===== config.mk =====
export PLATFORM = sky130hd
export DESIGN_NAME = packet_frame_checker_crc8_core_flat
export DESIGN_NICKNAME = d
export VERILOG_FILES = /design/src/rtl/core/pfc_pkg.sv /design/src/rtl/core/pfc_req_if.sv /design/src/rtl/core/pfc_rsp_if.sv /design/src/rtl/core/packet_frame_checker_crc8_core.sv /design/src/flat_wrapper.sv
export SDC_FILE = /design/constraint.sdc
export NUM_CORES = 1
export LEC_CHECK = 0
export ABC_AREA = 1
export BUFFER_PORTS_ARGS = -buffer_cell sky130_fd_sc_hd__buf_4
export CELL_PAD_IN_SITES_DETAIL_PLACEMENT = 1
export CELL_PAD_IN_SITES_GLOBAL_PLACEMENT = 2
export CORE_MARGIN = 2
export CORE_UTILIZATION = 36
export CTS_CLUSTER_SIZE = 40
export DETAILED_ROUTE_END_ITERATION = 6
export HOLD_SLACK_MARGIN = 0.02
export MAX_ROUTING_LAYER = met4
export PLACE_DENSITY = 0.91
export SLEW_MARGIN = 20
export SYNTH_ARGS = -nofsm -noshare
export SYNTH_HDL_FRONTEND = slang
export SYNTH_SLANG_ARGS = --single-unit

===== constraint.sdc =====
create_clock -name clock -period 7.7 [get_ports clock]
set_clock_uncertainty 0.15 [all_clocks]
set_input_delay 1.54 -clock clock [delete_from_list [all_inputs] [get_ports clock]]
set_output_delay 1.54 -clock clock [all_outputs]
set_load 0.01 [all_outputs]

===== src/rtl/core/pfc_pkg.sv =====
package pfc_pkg;

   localparam int HEADER_BYTES        = 7;
   localparam int MAX_PAYLOAD_DEFAULT = 64;

   localparam logic [7:0] SYNC_A   = 8'h5A;
   localparam logic [7:0] SYNC_B   = 8'hA5;
   localparam logic [7:0] CRC_POLY = 8'h2F;
   localparam logic [7:0] CRC_SEED = 8'h00;

   // header positions
   localparam logic [7:0] POS_SYNC   = 8'd0;
   localparam logic [7:0] POS_ID     = 8'd1;
   localparam logic [7:0] POS_LENGTH = 8'd6;

   localparam logic RESULT_PAYLOAD = 1'b0;
   localparam logic RESULT_VERDICT = 1'b1;

   typedef enum logic [2:0] {
      VERDICT_OK    = 3'd0,
      VERDICT_SIZE  = 3'd1,
      VERDICT_SYNC  = 3'd2,
      VERDICT_SHORT = 3'd3,
      VERDICT_CRC   = 3'd4
   } verdict_type;

   // one byte through the CRC-8, MSB first
   function automatic logic [7:0] crc8_step(input logic [7:0] crc, input logic [7:0] b);
      logic [7:0] c;
      c = crc ^ b;
      for (int i = 0; i < 8; i++) begin
         c = c[7] ? ((c << 1) ^ CRC_POLY) : (c << 1);
      end
      return c;
   endfunction

endpackage


===== src/rtl/core/pfc_req_if.sv =====
interface pfc_req_if;
   logic       valid;
   logic       ready;
   logic [7:0] rx_byte;
   logic       end_of_buffer;

   modport source (output valid, output rx_byte, output end_of_buffer, input ready);
   modport sink   (input valid, input rx_byte, input end_of_buffer, output ready);
endinterface


===== src/rtl/core/pfc_rsp_if.sv =====
interface pfc_rsp_if;
   logic        valid;
   logic        ready;
   logic        result_kind;
   logic [7:0]  payload_byte;
   logic [2:0]  verdict;
   logic [7:0]  sync_seen;
   logic [7:0]  packet_id;
   logic [31:0] time_stamp;
   logic [7:0]  payload_count;
   logic [7:0]  crc_received;
   logic        last_of_run;

   modport source (output valid, output result_kind, output payload_byte, output verdict,
                   output sync_seen, output packet_id, output time_stamp,
                   output payload_count, output crc_received, output last_of_run,
                   input ready);
   modport sink   (input valid, input result_kind, input payload_byte, input verdict,
                   input sync_seen, input packet_id, input time_stamp,
                   input payload_count, input crc_received, input last_of_run,
                   output ready);
endinterface


===== src/rtl/core/packet_frame_checker_crc8_core.sv =====
// Channel   Direction  Carries
// req_chan  in         rx_byte, end_of_buffer
// rsp_chan  out        result_kind, payload_byte, verdict, header fields, last_of_run
//
// One byte per cycle is taken while req_chan.ready is high; header capture and the
// CRC update complete in the cycle the byte is accepted, and its results are held
// in a two-slot output stage. A final byte that is also a payload byte gives two results
// from one slot; req_chan.ready drops only when both slots are full.
// Synchronous active-high reset clears frame state and the output stage.
// Stalls on rsp_chan back up into req_chan after one extra buffered item.
module packet_frame_checker_crc8_core #(
   parameter int MAX_PAYLOAD = pfc_pkg::MAX_PAYLOAD_DEFAULT
) (
   input  logic    clock,
   input  logic    reset,
   pfc_req_if.sink  req_chan,
   pfc_rsp_if.source rsp_chan
);
   import pfc_pkg::*;

   localparam logic [8:0] PAY_LIMIT  = 9'(HEADER_BYTES + MAX_PAYLOAD);
   localparam logic [8:0] SIZE_LIMIT = 9'(HEADER_BYTES + MAX_PAYLOAD + 1);
   localparam logic [8:0] HDR_LEN    = 9'(HEADER_BYTES);

   typedef struct packed {
      verdict_type verdict;
      logic [7:0]  sync_seen;
      logic [7:0]  packet_id;
      logic [31:0] time_stamp;
      logic [7:0]  payload_count;
      logic [7:0]  crc_received;
   } report_type;

   typedef struct packed {
      logic       pay_valid;
      logic [7:0] pay_byte;
      logic       verd_valid;
      report_type report;
   } slot_type;

   logic [7:0]  byte_count_ff, byte_count_in;
   logic        count_overflow_ff, count_overflow_in;
   logic [7:0]  running_crc_ff, running_crc_in;
   logic [7:0]  sync_reg_ff, sync_reg_in;
   logic [7:0]  id_reg_ff, id_reg_in;
   logic [31:0] stamp_reg_ff, stamp_reg_in;
   logic [7:0]  length_reg_ff, length_reg_in;
   logic [7:0]  crc_reg_ff, crc_reg_in;
   logic        crc_seen_ff, crc_seen_in;

   slot_type out_ff, out_in;
   slot_type skid_ff, skid_in;
   slot_type fresh;

   logic       accept;
   logic       out_busy;
   logic       skid_busy;
   logic       rsp_take;
   logic [8:0] pos;
   logic [8:0] pay_end;
   logic       in_header;
   logic       in_payload;
   logic [8:0] total;
   logic [8:0] need;
   logic [7:0] b;

   assign b         = req_chan.rx_byte;
   assign out_busy  = out_ff.pay_valid | out_ff.verd_valid;
   assign skid_busy = skid_ff.pay_valid | skid_ff.verd_valid;
   assign req_chan.ready = !skid_busy;
   assign accept    = req_chan.valid & req_chan.ready;
   assign rsp_take  = rsp_chan.valid & rsp_chan.ready;

   assign pos        = {1'b0, byte_count_ff};
   assign pay_end    = HDR_LEN + {1'b0, length_reg_ff};
   assign in_header  = pos < HDR_LEN;
   assign in_payload = !in_header && (pos < pay_end);

   // frame state update and result formation for the byte at the input
   always_comb begin
      byte_count_in     = byte_count_ff;
      count_overflow_in = count_overflow_ff;
      running_crc_in    = running_crc_ff;
      sync_reg_in       = sync_reg_ff;
      id_reg_in         = id_reg_ff;
      stamp_reg_in      = stamp_reg_ff;
      length_reg_in     = length_reg_ff;
      crc_reg_in        = crc_reg_ff;
      crc_seen_in       = crc_seen_ff;
      fresh             = '0;
      total             = '0;
      need              = '0;

      if (!count_overflow_ff) begin
         if (in_header || in_payload) begin
            running_crc_in = crc8_step(running_crc_ff, b);
         end
         if (in_header) begin
            if (byte_count_ff == POS_SYNC) begin
               sync_reg_in = b;
            end else if (byte_count_ff == POS_ID) begin
               id_reg_in = b;
            end else if (byte_count_ff == POS_LENGTH) begin
               length_reg_in = b;
            end else begin
               stamp_reg_in = stamp_reg_ff
                            | (32'(b) << {2'(byte_count_ff[2:0] - 3'd2), 3'b000});
            end
         end else if (in_payload) begin
            if (pos < PAY_LIMIT) begin
               fresh.pay_valid = 1'b1;
               fresh.pay_byte  = b;
            end
         end else if (pos == pay_end && !crc_seen_ff) begin
            crc_reg_in  = b;
            crc_seen_in = 1'b1;
         end

         if (byte_count_ff == 8'hFF) begin
            count_overflow_in = 1'b1;
         end else begin
            byte_count_in = byte_count_ff + 8'd1;
         end
      end

      if (req_chan.end_of_buffer) begin
         total = count_overflow_in ? 9'd256 : {1'b0, byte_count_in};
         need  = HDR_LEN + {1'b0, length_reg_in} + 9'd1;

         fresh.verd_valid = 1'b1;
         if (total > SIZE_LIMIT) begin
            fresh.report.verdict = VERDICT_SIZE;
         end else if (sync_reg_in != SYNC_A && sync_reg_in != SYNC_B) begin
            fresh.report.verdict = VERDICT_SYNC;
         end else if (total < HDR_LEN || total < need) begin
            fresh.report.verdict = VERDICT_SHORT;
         end else if (running_crc_in != crc_reg_in) begin
            fresh.report.verdict = VERDICT_CRC;
         end else begin
            fresh.report.verdict = VERDICT_OK;
         end
         fresh.report.sync_seen     = sync_reg_in;
         fresh.report.packet_id     = id_reg_in;
         fresh.report.time_stamp    = stamp_reg_in;
         fresh.report.payload_count = length_reg_in;
         fresh.report.crc_received  = crc_reg_in;

         // buffer done: start over
         byte_count_in     = '0;
         count_overflow_in = 1'b0;
         running_crc_in    = CRC_SEED;
         sync_reg_in       = '0;
         id_reg_in         = '0;
         stamp_reg_in      = '0;
         length_reg_in     = '0;
         crc_reg_in        = '0;
         crc_seen_in       = 1'b0;
      end
   end

   always_ff @(posedge clock) begin
      if (reset) begin
         byte_count_ff     <= '0;
         count_overflow_ff <= 1'b0;
         running_crc_ff    <= CRC_SEED;
         sync_reg_ff       <= '0;
         id_reg_ff         <= '0;
         stamp_reg_ff      <= '0;
         length_reg_ff     <= '0;
         crc_reg_ff        <= '0;
         crc_seen_ff       <= 1'b0;
      end else if (accept) begin
         byte_count_ff     <= byte_count_in;
         count_overflow_ff <= count_overflow_in;
         running_crc_ff    <= running_crc_in;
         sync_reg_ff       <= sync_reg_in;
         id_reg_ff         <= id_reg_in;
         stamp_reg_ff      <= stamp_reg_in;
         length_reg_ff     <= length_reg_in;
         crc_reg_ff        <= crc_reg_in;
         crc_seen_ff       <= crc_seen_in;
      end
   end

   // output slot and skid slot
   always_comb begin
      out_in  = out_ff;
      skid_in = skid_ff;

      if (rsp_take) begin
         if (out_ff.pay_valid && out_ff.verd_valid) begin
            out_in.pay_valid = 1'b0;
         end else begin
            out_in.pay_valid  = 1'b0;
            out_in.verd_valid = 1'b0;
         end
      end

      if (!(out_in.pay_valid || out_in.verd_valid)) begin
         if (skid_busy) begin
            // advance the skid item; a new item takes its place
            out_in  = skid_ff;
            skid_in.pay_valid  = 1'b0;
            skid_in.verd_valid = 1'b0;
            if (accept && (fresh.pay_valid || fresh.verd_valid)) begin
               skid_in = fresh;
            end
         end else if (accept && (fresh.pay_valid || fresh.verd_valid)) begin
            out_in = fresh;
         end
      end else if (accept && (fresh.pay_valid || fresh.verd_valid)) begin
         skid_in = fresh;
      end
   end

   always_ff @(posedge clock) begin
      out_ff.pay_byte  <= out_in.pay_byte;
      out_ff.report    <= out_in.report;
      skid_ff.pay_byte <= skid_in.pay_byte;
      skid_ff.report   <= skid_in.report;
      if (reset) begin
         out_ff.pay_valid   <= 1'b0;
         out_ff.verd_valid  <= 1'b0;
         skid_ff.pay_valid  <= 1'b0;
         skid_ff.verd_valid <= 1'b0;
      end else begin
         out_ff.pay_valid   <= out_in.pay_valid;
         out_ff.verd_valid  <= out_in.verd_valid;
         skid_ff.pay_valid  <= skid_in.pay_valid;
         skid_ff.verd_valid <= skid_in.verd_valid;
      end
   end

   // payload result goes first when a slot holds both
   always_comb begin
      rsp_chan.valid         = out_busy;
      rsp_chan.result_kind   = RESULT_PAYLOAD;
      rsp_chan.payload_byte  = '0;
      rsp_chan.verdict       = '0;
      rsp_chan.sync_seen     = '0;
      rsp_chan.packet_id     = '0;
      rsp_chan.time_stamp    = '0;
      rsp_chan.payload_count = '0;
      rsp_chan.crc_received  = '0;
      rsp_chan.last_of_run   = 1'b1;
      if (out_ff.pay_valid) begin
         rsp_chan.payload_byte = out_ff.pay_byte;
         rsp_chan.last_of_run  = !out_ff.verd_valid;
      end else begin
         rsp_chan.result_kind   = RESULT_VERDICT;
         rsp_chan.verdict       = out_ff.report.verdict;
         rsp_chan.sync_seen     = out_ff.report.sync_seen;
         rsp_chan.packet_id     = out_ff.report.packet_id;
         rsp_chan.time_stamp    = out_ff.report.time_stamp;
         rsp_chan.payload_count = out_ff.report.payload_count;
         rsp_chan.crc_received  = out_ff.report.crc_received;
      end
   end

   skid_behind_out: assert property (@(posedge clock) disable iff (reset)
      skid_busy |-> out_busy)
      else $error("skid slot holds an item while the output slot is empty");

   clear_after_end: assert property (@(posedge clock) disable iff (reset)
      accept && req_chan.end_of_buffer |=> byte_count_ff == 8'd0 && !crc_seen_ff)
      else $error("frame state not cleared after the final byte");

   overflow_at_top: assert property (@(posedge clock) disable iff (reset)
      count_overflow_ff |-> byte_count_ff == 8'hFF)
      else $error("count overflow without a saturated byte count");

   crc_after_header: assert property (@(posedge clock) disable iff (reset)
      crc_seen_ff |-> byte_count_ff > 8'(HEADER_BYTES))
      else $error("CRC byte captured inside the header");

endmodule


===== src/flat_wrapper.sv =====
// flat-port wrapper written by rule: the top's interface ports become plain ports
module packet_frame_checker_crc8_core_flat import pfc_pkg::*;
#(
   parameter int MAX_PAYLOAD = pfc_pkg::MAX_PAYLOAD_DEFAULT
)
  (clock, reset, req_chan_valid, req_chan_rx_byte, req_chan_end_of_buffer, req_chan_ready, rsp_chan_valid, rsp_chan_result_kind, rsp_chan_payload_byte, rsp_chan_verdict, rsp_chan_sync_seen, rsp_chan_packet_id, rsp_chan_time_stamp, rsp_chan_payload_count, rsp_chan_crc_received, rsp_chan_last_of_run, rsp_chan_ready);
  pfc_req_if req_chan_i ();
  pfc_rsp_if rsp_chan_i ();
  input  logic clock;
  input  logic reset;
  input wire logic [$bits(req_chan_i.valid)-1:0] req_chan_valid;
  input wire logic [$bits(req_chan_i.rx_byte)-1:0] req_chan_rx_byte;
  input wire logic [$bits(req_chan_i.end_of_buffer)-1:0] req_chan_end_of_buffer;
  output wire logic [$bits(req_chan_i.ready)-1:0] req_chan_ready;
  output wire logic [$bits(rsp_chan_i.valid)-1:0] rsp_chan_valid;
  output wire logic [$bits(rsp_chan_i.result_kind)-1:0] rsp_chan_result_kind;
  output wire logic [$bits(rsp_chan_i.payload_byte)-1:0] rsp_chan_payload_byte;
  output wire logic [$bits(rsp_chan_i.verdict)-1:0] rsp_chan_verdict;
  output wire logic [$bits(rsp_chan_i.sync_seen)-1:0] rsp_chan_sync_seen;
  output wire logic [$bits(rsp_chan_i.packet_id)-1:0] rsp_chan_packet_id;
  output wire logic [$bits(rsp_chan_i.time_stamp)-1:0] rsp_chan_time_stamp;
  output wire logic [$bits(rsp_chan_i.payload_count)-1:0] rsp_chan_payload_count;
  output wire logic [$bits(rsp_chan_i.crc_received)-1:0] rsp_chan_crc_received;
  output wire logic [$bits(rsp_chan_i.last_of_run)-1:0] rsp_chan_last_of_run;
  input wire logic [$bits(rsp_chan_i.ready)-1:0] rsp_chan_ready;
  assign req_chan_i.valid = req_chan_valid;
  assign req_chan_i.rx_byte = req_chan_rx_byte;
  assign req_chan_i.end_of_buffer = req_chan_end_of_buffer;
  assign req_chan_ready = req_chan_i.ready;
  assign rsp_chan_valid = rsp_chan_i.valid;
  assign rsp_chan_result_kind = rsp_chan_i.result_kind;
  assign rsp_chan_payload_byte = rsp_chan_i.payload_byte;
  assign rsp_chan_verdict = rsp_chan_i.verdict;
  assign rsp_chan_sync_seen = rsp_chan_i.sync_seen;
  assign rsp_chan_packet_id = rsp_chan_i.packet_id;
  assign rsp_chan_time_stamp = rsp_chan_i.time_stamp;
  assign rsp_chan_payload_count = rsp_chan_i.payload_count;
  assign rsp_chan_crc_received = rsp_chan_i.crc_received;
  assign rsp_chan_last_of_run = rsp_chan_i.last_of_run;
  assign rsp_chan_i.ready = rsp_chan_ready;
  packet_frame_checker_crc8_core #(.MAX_PAYLOAD(MAX_PAYLOAD)) u_core (.clock(clock), .reset(reset), .req_chan(req_chan_i), .rsp_chan(rsp_chan_i));
endmodule

# ---- After elaboration in Yosys (flattened, before gate mapping)
# Cells that the tools add are included.
dict set report classes {
  addsub 5
  multipliers 0
  div_mod_pow 0
  magnitude_cmp 6
  n_eq_ne 12
  shift 1
  n_mux 77
  n_bitwise 15
  reduce_logical 21
}
# cell count
set ops {}
lappend ops {{$mux 77} 7}
lappend ops {{$mux 8} 31}
lappend ops {{$mux 32} 7}
lappend ops {{$mux 68} 1}
lappend ops {{$mux 6} 8}
lappend ops {{$mux 9} 5}
lappend ops {{$not 5->5} 8}
lappend ops {{$or 32x32->32} 1}
lappend ops {{$shl 8x5->32} 1}
lappend ops {{$add 3x8->9 const A} 2}
lappend ops {{$mux 3} 5}
lappend ops {{$mux 1} 13}
lappend ops {{$ne 2x2->1 const B} 5}
lappend ops {{$add 9x1->9 const B} 1}
lappend ops {{$eq 8x9->1} 1}
lappend ops {{$gt 9x7->1 const B} 1}
lappend ops {{$lt 8x9->1} 1}
lappend ops {{$lt 9x3->1 const B} 1}
lappend ops {{$lt 9x9->1} 1}
lappend ops {{$add 8x1->8 const B} 1}
lappend ops {{$eq 8x1->1 const B} 1}
lappend ops {{$eq 8x3->1 const B} 1}
lappend ops {{$eq 8x8->1 const B} 1}
lappend ops {{$logic_not 8->1} 1}
lappend ops {{17 further kinds} 32}
dict set report totals {
  reg_bits 236
  latchBits 0
  ramBits 0
  romBits 0
  wordCells 164
  n_memories 0
}

# ---- Depth between registers and ports, before layout
dict set report logic_depth {
  word_depth 30
  ltp_mapped 25
  depth_no_buf 24
}

# ---- Least setup slack after synthesis
# Ideal clock, no wire load.
dict set report synth_timing {
  path_type {reg2reg}
  startpoint {register u_core.length_reg_ff[0]}
  endpoint {register u_core.skid_ff[0] (netlist bit) (enable)}
  arrival_time_ns 5.311
  required_time_ns 7.041
  path_slack_ns 1.731
  stages_incl_launch_ff 18
  path_buffers 1
  cell_sequence {dfxtp_1 -> inv_1 -> ha_1 -> nand2_2 -> nand2_2 -> nor2_1 -> xor2_1 -> ha_1 -> a21oi_1 -> nor2_1 -> o21ai_2 -> nand2_2 -> buf_6 -> a21oi_1 -> nand3_1 -> nor2_2 -> nor2_1 -> nor2_1}
}
dict set report synth_via {
  elab_chain_len 10
  word_cells_on_any_way 11
}
# element line_no
set synth_lines {}
lappend synth_lines {{from (decl)} packet_frame_checker_crc8_core.sv:47} ;# logic [7:0] length_reg_ff, length_reg_in;
lappend synth_lines {{from (signal assigned)} packet_frame_checker_crc8_core.sv:179} ;# length_reg_ff <= length_reg_in;
lappend synth_lines {{$add 3x8->9 *} packet_frame_checker_crc8_core.sv:75} ;# assign pay_end = HDR_LEN + {1'b0, length_reg_ff};
lappend synth_lines {{$lt 8x9->1 *} packet_frame_checker_crc8_core.sv:77} ;# assign in_payload = !in_header && (pos < pay_end);
lappend synth_lines {{$logic_and 1x1->1 *} packet_frame_checker_crc8_core.sv:77}
lappend synth_lines {{$mux 9 *} packet_frame_checker_crc8_core.sv:109} ;# end else if (in_payload) begin
lappend synth_lines {{$mux 9 *} packet_frame_checker_crc8_core.sv:98} ;# if (in_header) begin
lappend synth_lines {{$mux 9 *} packet_frame_checker_crc8_core.sv:94} ;# if (!count_overflow_ff) begin
lappend synth_lines {{$logic_or 1x1->1 *} {packet_frame_checker_crc8_core.sv:205, packet_frame_checker_crc8_core.sv:211}}
lappend synth_lines {{$logic_and 1x1->1 *} {packet_frame_checker_crc8_core.sv:205, packet_frame_checker_crc8_core.sv:211}}
lappend synth_lines {{$ne 2x2->1 (no line)} n/a}
lappend synth_lines {{$reduce_and 3->1 (no line) *} n/a}
lappend synth_lines {{to (decl)} packet_frame_checker_crc8_core.sv:52} ;# slot_type skid_ff, skid_in;
# Every way passes the cells marked *; elsewhere a longest branch is shown, timed or not.
# A chain may end at the register's enable or synchronous reset.

# ---- Final worst setup path
dict set report layout_timing {
  startpoint {register u_core.byte_count_ff[0]}
  endpoint {register u_core.out_ff[65] (netlist bit), data pin}
}
dict set report layout_via {
  elab_chain_len 16
  word_cells_on_any_way 34
}
# element line_no
set layout_lines {}
lappend layout_lines {{from (decl)} packet_frame_checker_crc8_core.sv:41} ;# logic [7:0] byte_count_ff, byte_count_in;
lappend layout_lines {{from (signal assigned)} packet_frame_checker_crc8_core.sv:173} ;# byte_count_ff <= byte_count_in;
lappend layout_lines {{$eq 8x3->1} packet_frame_checker_crc8_core.sv:103} ;# end else if (byte_count_ff == POS_LENGTH) begin
lappend layout_lines {{$mux 8} packet_frame_checker_crc8_core.sv:103}
lappend layout_lines {{$mux 8} packet_frame_checker_crc8_core.sv:101} ;# end else if (byte_count_ff == POS_ID) begin
lappend layout_lines {{$mux 8} packet_frame_checker_crc8_core.sv:99} ;# if (byte_count_ff == POS_SYNC) begin
lappend layout_lines {{$mux 8} packet_frame_checker_crc8_core.sv:98}
lappend layout_lines {{$mux 8} packet_frame_checker_crc8_core.sv:94}
lappend layout_lines {{$add 3x8->9} packet_frame_checker_crc8_core.sv:128} ;# need = HDR_LEN + {1'b0, length_reg_in} + 9'd1;
lappend layout_lines {{$add 9x1->9} packet_frame_checker_crc8_core.sv:128}
lappend layout_lines {{$lt 9x9->1} packet_frame_checker_crc8_core.sv:135} ;# end else if (total < HDR_LEN || total < need) begin
lappend layout_lines {{$logic_or 1x1->1} packet_frame_checker_crc8_core.sv:135}
lappend layout_lines {{$mux 3} packet_frame_checker_crc8_core.sv:135}
lappend layout_lines {{$mux 3} packet_frame_checker_crc8_core.sv:133} ;# end else if (sync_reg_in != SYNC_A && sync_reg_in != SYNC_B) begin
lappend layout_lines {{$mux 3 *} packet_frame_checker_crc8_core.sv:131} ;# if (total > SIZE_LIMIT) begin
lappend layout_lines {{$mux 68 *} packet_frame_checker_crc8_core.sv:126} ;# if (req_chan.end_of_buffer) begin
lappend layout_lines {{$mux 77 *} packet_frame_checker_crc8_core.sv:208} ;# end else if (accept && (fresh.pay_valid || fresh.verd_valid)) begin
lappend layout_lines {{$mux 77 *} packet_frame_checker_crc8_core.sv:200} ;# if (skid_busy) begin
lappend layout_lines {{to (decl)} packet_frame_checker_crc8_core.sv:51} ;# slot_type out_ff, out_in;
# Every way passes the cells marked *; elsewhere a longest branch is shown, timed or not. The select of a mux whose other input is x is not followed.

==> results by group <==
STA
  – RSZ-0062 raised after global routing: no
  – Final period util: 59.7%
  – Setup-failing EPs final: 0
  – Fmax: around 220 MHz
  – Fin crit period: roughly 4.6 ns
  – Final hold vios: 0
  – Setup TNS: 0 ns
  – Final slew viol count: 0
  – Worst-Margin Slew: around 0.95 ns
  – Max-slew headroom: 36.7%

Clocking
  – Post-cts resize count: 0
  – CTS root buffer: clkbuf_16
  – Worst skew pair latency: around 0.53 ns
  – H-tree depth: 1
  – CTS clock-pin slew for the worst setup and hold paths: about 0.06 ns
  – Hold buffer count at CTS: 0
  – CTS max path bufs: 3
  – Setup Buffers After CTS: 0
  – CTS buffer count: 26
  – Clk sink count: between 200 and 250
  – TritonCTS clock tree: done

Placement
  – GPL Wtd Cong: slightly above 0.8
  – HPWL after DPL: approximately 24000 microns
  – Port Buf Inserts: 91

Setup path
  – Worst path max stage delay: 0.59 ns
  – Worst path arrival time: 4.80 ns
  – Crit path buffers/inverters: 4
  – Worst path cell trace: inv_1 -> ha_1 -> nand3_1 -> nor2_1 -> nand2_1 -> o21ai_0 -> inv_1 -> ha_1 -> inv_1 -> ha_1 -> a21oi_1 -> o21a_1 -> nor2_1 -> nor3_1 -> nand3_1 -> nand2_1 -> inv_1 -> nand2_1 -> nand3_1 -> o21ai_1
  – WP data required: around 8 ns
  – CP max FO: 15
  – CP endpoint kind: flip-flop
  – CP Class: flip-flop to flip-flop
  – Most frequent CP cell: inv_1
  – CP max-delay cell: o21ai_0
  – CP top delay family: simple AND/OR/NAND/NOR gates
  – Type of origin of the critical path: flip-flop

Yosys
  – Post-synth EDFFs: 150
  – Post-Syn Nets: around 1.5k
  – Ys flop type: edfxtp_1
  – Seq cells post-synth: roughly 240
  – Netlist Area Pre-Place: 0.0119 sq mm
  – Seq/Total Area, Yosys: between 50% and 60%
  – Largest area contributor in the netlist: edfxtp_1
  – Netlist cell types: 44
  – Yosys warnings: 0
  – Top cells by area, synth: edfxtp_1 38%, dfxtp_1 14%, nand2_1 12%, nor2_1 7.7%, inv_1 5.5%
  – Synth top area share: ~38%
  – Post-synth ARST share: 0%
  – Syn avg cell area: around 8 sq um
  – Cell count after synthesis: roughly 1.5k

Floorplan
  – I/O pin count: between 90 and 100
  – Die height: between 150 and 200 microns
  – Die width: about 190 microns
  – Die ar.: 0.0346 sq mm
  – Row count: between 60 and 70
  – Starting density of the core: 36.6%
  – Core area: 0.0326 sq mm

Outcome
  – Status: complete, no violations

Drt
  – Detailed Routing Iterations Pass 1: 5
  – Via Count: roughly 10k
  – DRC Markers: 0
  – WL per Instance: about 18 microns
  – Vias/cell: approximately 5
  – Iteration-0 DRC count of the detailed router: 674
  – Antenna-violating nets left: 0
  – Routed wire length: between 30000 and 40000 microns

Layout
  – Fraction of layout cells with a size suffix above 1: 12.8%
  – Layout Nets: 1588
  – Largest regs: u_core.out_ff (77), u_core.skid_ff (77), u_core.stamp_reg_ff (32)
  – Layout area overhead: 16.0%
  – Diode count: 0
  – Final design utilization: between 40% and 50%

GRT
  – Vias in the first global route: between 10k and 15k
  – Global Route Usage Sum: a little over a fifth
  – Congestion Overflow GR: 0
  – Largest net degree at the start of global routing: 80
  – First-pass GRT wire length: roughly 57000 microns
  – Initial antenna violation count: 0

Power
  – VDD IR max: around 0.00020 V
  – LEAKAGE: between 5 and 6 nW
  – Pwr dens: approximately 350 mW/mm^2

Worst hold path
  – Worst hold path class: flip-flop to flip-flop

Flow run
  – Maxcap violations: 0
## cell usage after synthesis, types with 11 or more instances
master,n
a21oi_1,48
edfxtp_1,150
o21ai_0,85
inv_2,11
nand2_1,372
a31oi_1,33
nor2_1,246
inv_1,174
nand4_1,13
ha_1,22
nand3_1,57
clkbuf_1,53
buf_2,13
dfxtp_1,86
nor3_1,37
## worst min-delay path, cell delays in order (launching register included)
cell     delay, ns
dfxtp_1       0.31
nand2_1       0.06
a21oi_1       0.05
## metal layers
| layer | wire [microns] | vias up | share of wire (%) | track usage [%] |
|---|---|---|---|---|
| met3 | 1200 | 44 | 3.3 | 2.02 |
| li1 | - | 4953 | - | - |
| met1 | 17000 | 5021 | 47 | 28.3 |
| met2 | 17600 | 190 | 48 | 36.7 |
| met4 | 662 | 0 | 1.8 | 4.72 |
| met5 | 0 | - | 0 | - |
## path summary, 6_finish.rpt
path | from | end | slack [ns] | cells past startpoint
worst min register to register | u_core.crc_reg_ff[2] | u_core.crc_reg_ff[2] | 0.32 | 2
worst max-delay path | u_core.byte_count_ff[0] | u_core.out_ff[65] | 3.10 | 20
worst max register to register | u_core.byte_count_ff[0] | u_core.out_ff[65] | 3.10 | 20
worst min-delay path | u_core.crc_reg_ff[2] | u_core.crc_reg_ff[2] | 0.32 | 2
## power by group
| part | switching, mW | internal [mW] | total [mW] | leakage [nW] |
|---|---|---|---|---|
| clock | 0.518 | 0.754 | 1.27 | 0.415 |
| combinational | 1.16 | 0.550 | 1.71 | 3.35 |
| sequential | 0.100 | 1.74 | 1.84 | 2.14 |
| total | 1.78 | 3.05 | 4.82 | 5.90 |
## placed cells by master, fill, tap and decap left out, types with 6 or more instances in the layout
| cell | Yosys | routed |
|---|---|---|
| nor3_1 | 37 | 36 |
| nand2_2 | 8 | 8 |
| clkbuf_1 | 53 | 9 |
| a31oi_1 | 33 | 33 |
| clkbuf_16 | 0 | 27 |
| xor2_1 | 10 | 10 |
| o21ai_0 | 85 | 85 |
| edfxtp_1 | 150 | 150 |
| ha_1 | 22 | 22 |
| o21ai_1 | 6 | 6 |
| nor2_2 | 5 | 7 |
| nand3_1 | 57 | 57 |
| inv_1 | 174 | 172 |
| buf_4 | 2 | 105 |
| a21oi_1 | 48 | 48 |
| o21ai_2 | 7 | 7 |
| inv_2 | 11 | 13 |
| dfxtp_1 | 86 | 85 |
| nand4_1 | 13 | 13 |
| a2bb2oi_1 | 8 | 8 |
| nor2_1 | 246 | 243 |
| nand2_1 | 372 | 371 |
| or2_2 | 7 | 7 |
| o22ai_1 | 8 | 8 |
## logic make-up (layout without fill, tap and decap cells)
logic type | Yosys count | after routing | synth area share (%)
AO/OA/AOI/OAI | 205 | 205 | 9.85
buffers and inverters | 261 | 341 | 8.55
AND/OR/NAND/NOR | 755 | 755 | 26.1
flip-flops | 236 | 236 | 52.2
XOR/XNOR | 14 | 14 | 1.03
adder cells (fa/ha/maj) | 22 | 22 | 2.31
## final cells by class
cell class | instances | area, sq um
inverters | 188 | 706
well taps | 442 | 553
multi-input cells | 996 | 4710
clock buffers | 37 | 723
fillers | 3928 | 18800
repair buffers | 105 | 788
clock inverters | 11 | 138
flip-flops and latches | 236 | 6230
## metrics by stage
step                      std cells  power [mW]  setup WS (ns)  cell area [sq um]  hold slack [ns]
after CTS                      2015        4.87           3.13              13800            0.317
final                          2015        4.82           3.10              13800            0.317
after global routing           2015        5.12           2.69              13800            0.331
after floorplan                1493        2.85           1.73              11900            0.286
after detailed placement       1967        3.59           3.11              13000            0.307
after global placement         1967        3.52           3.13              13000            0.302
Note: power is estimated with default switching activity, not from simulation.
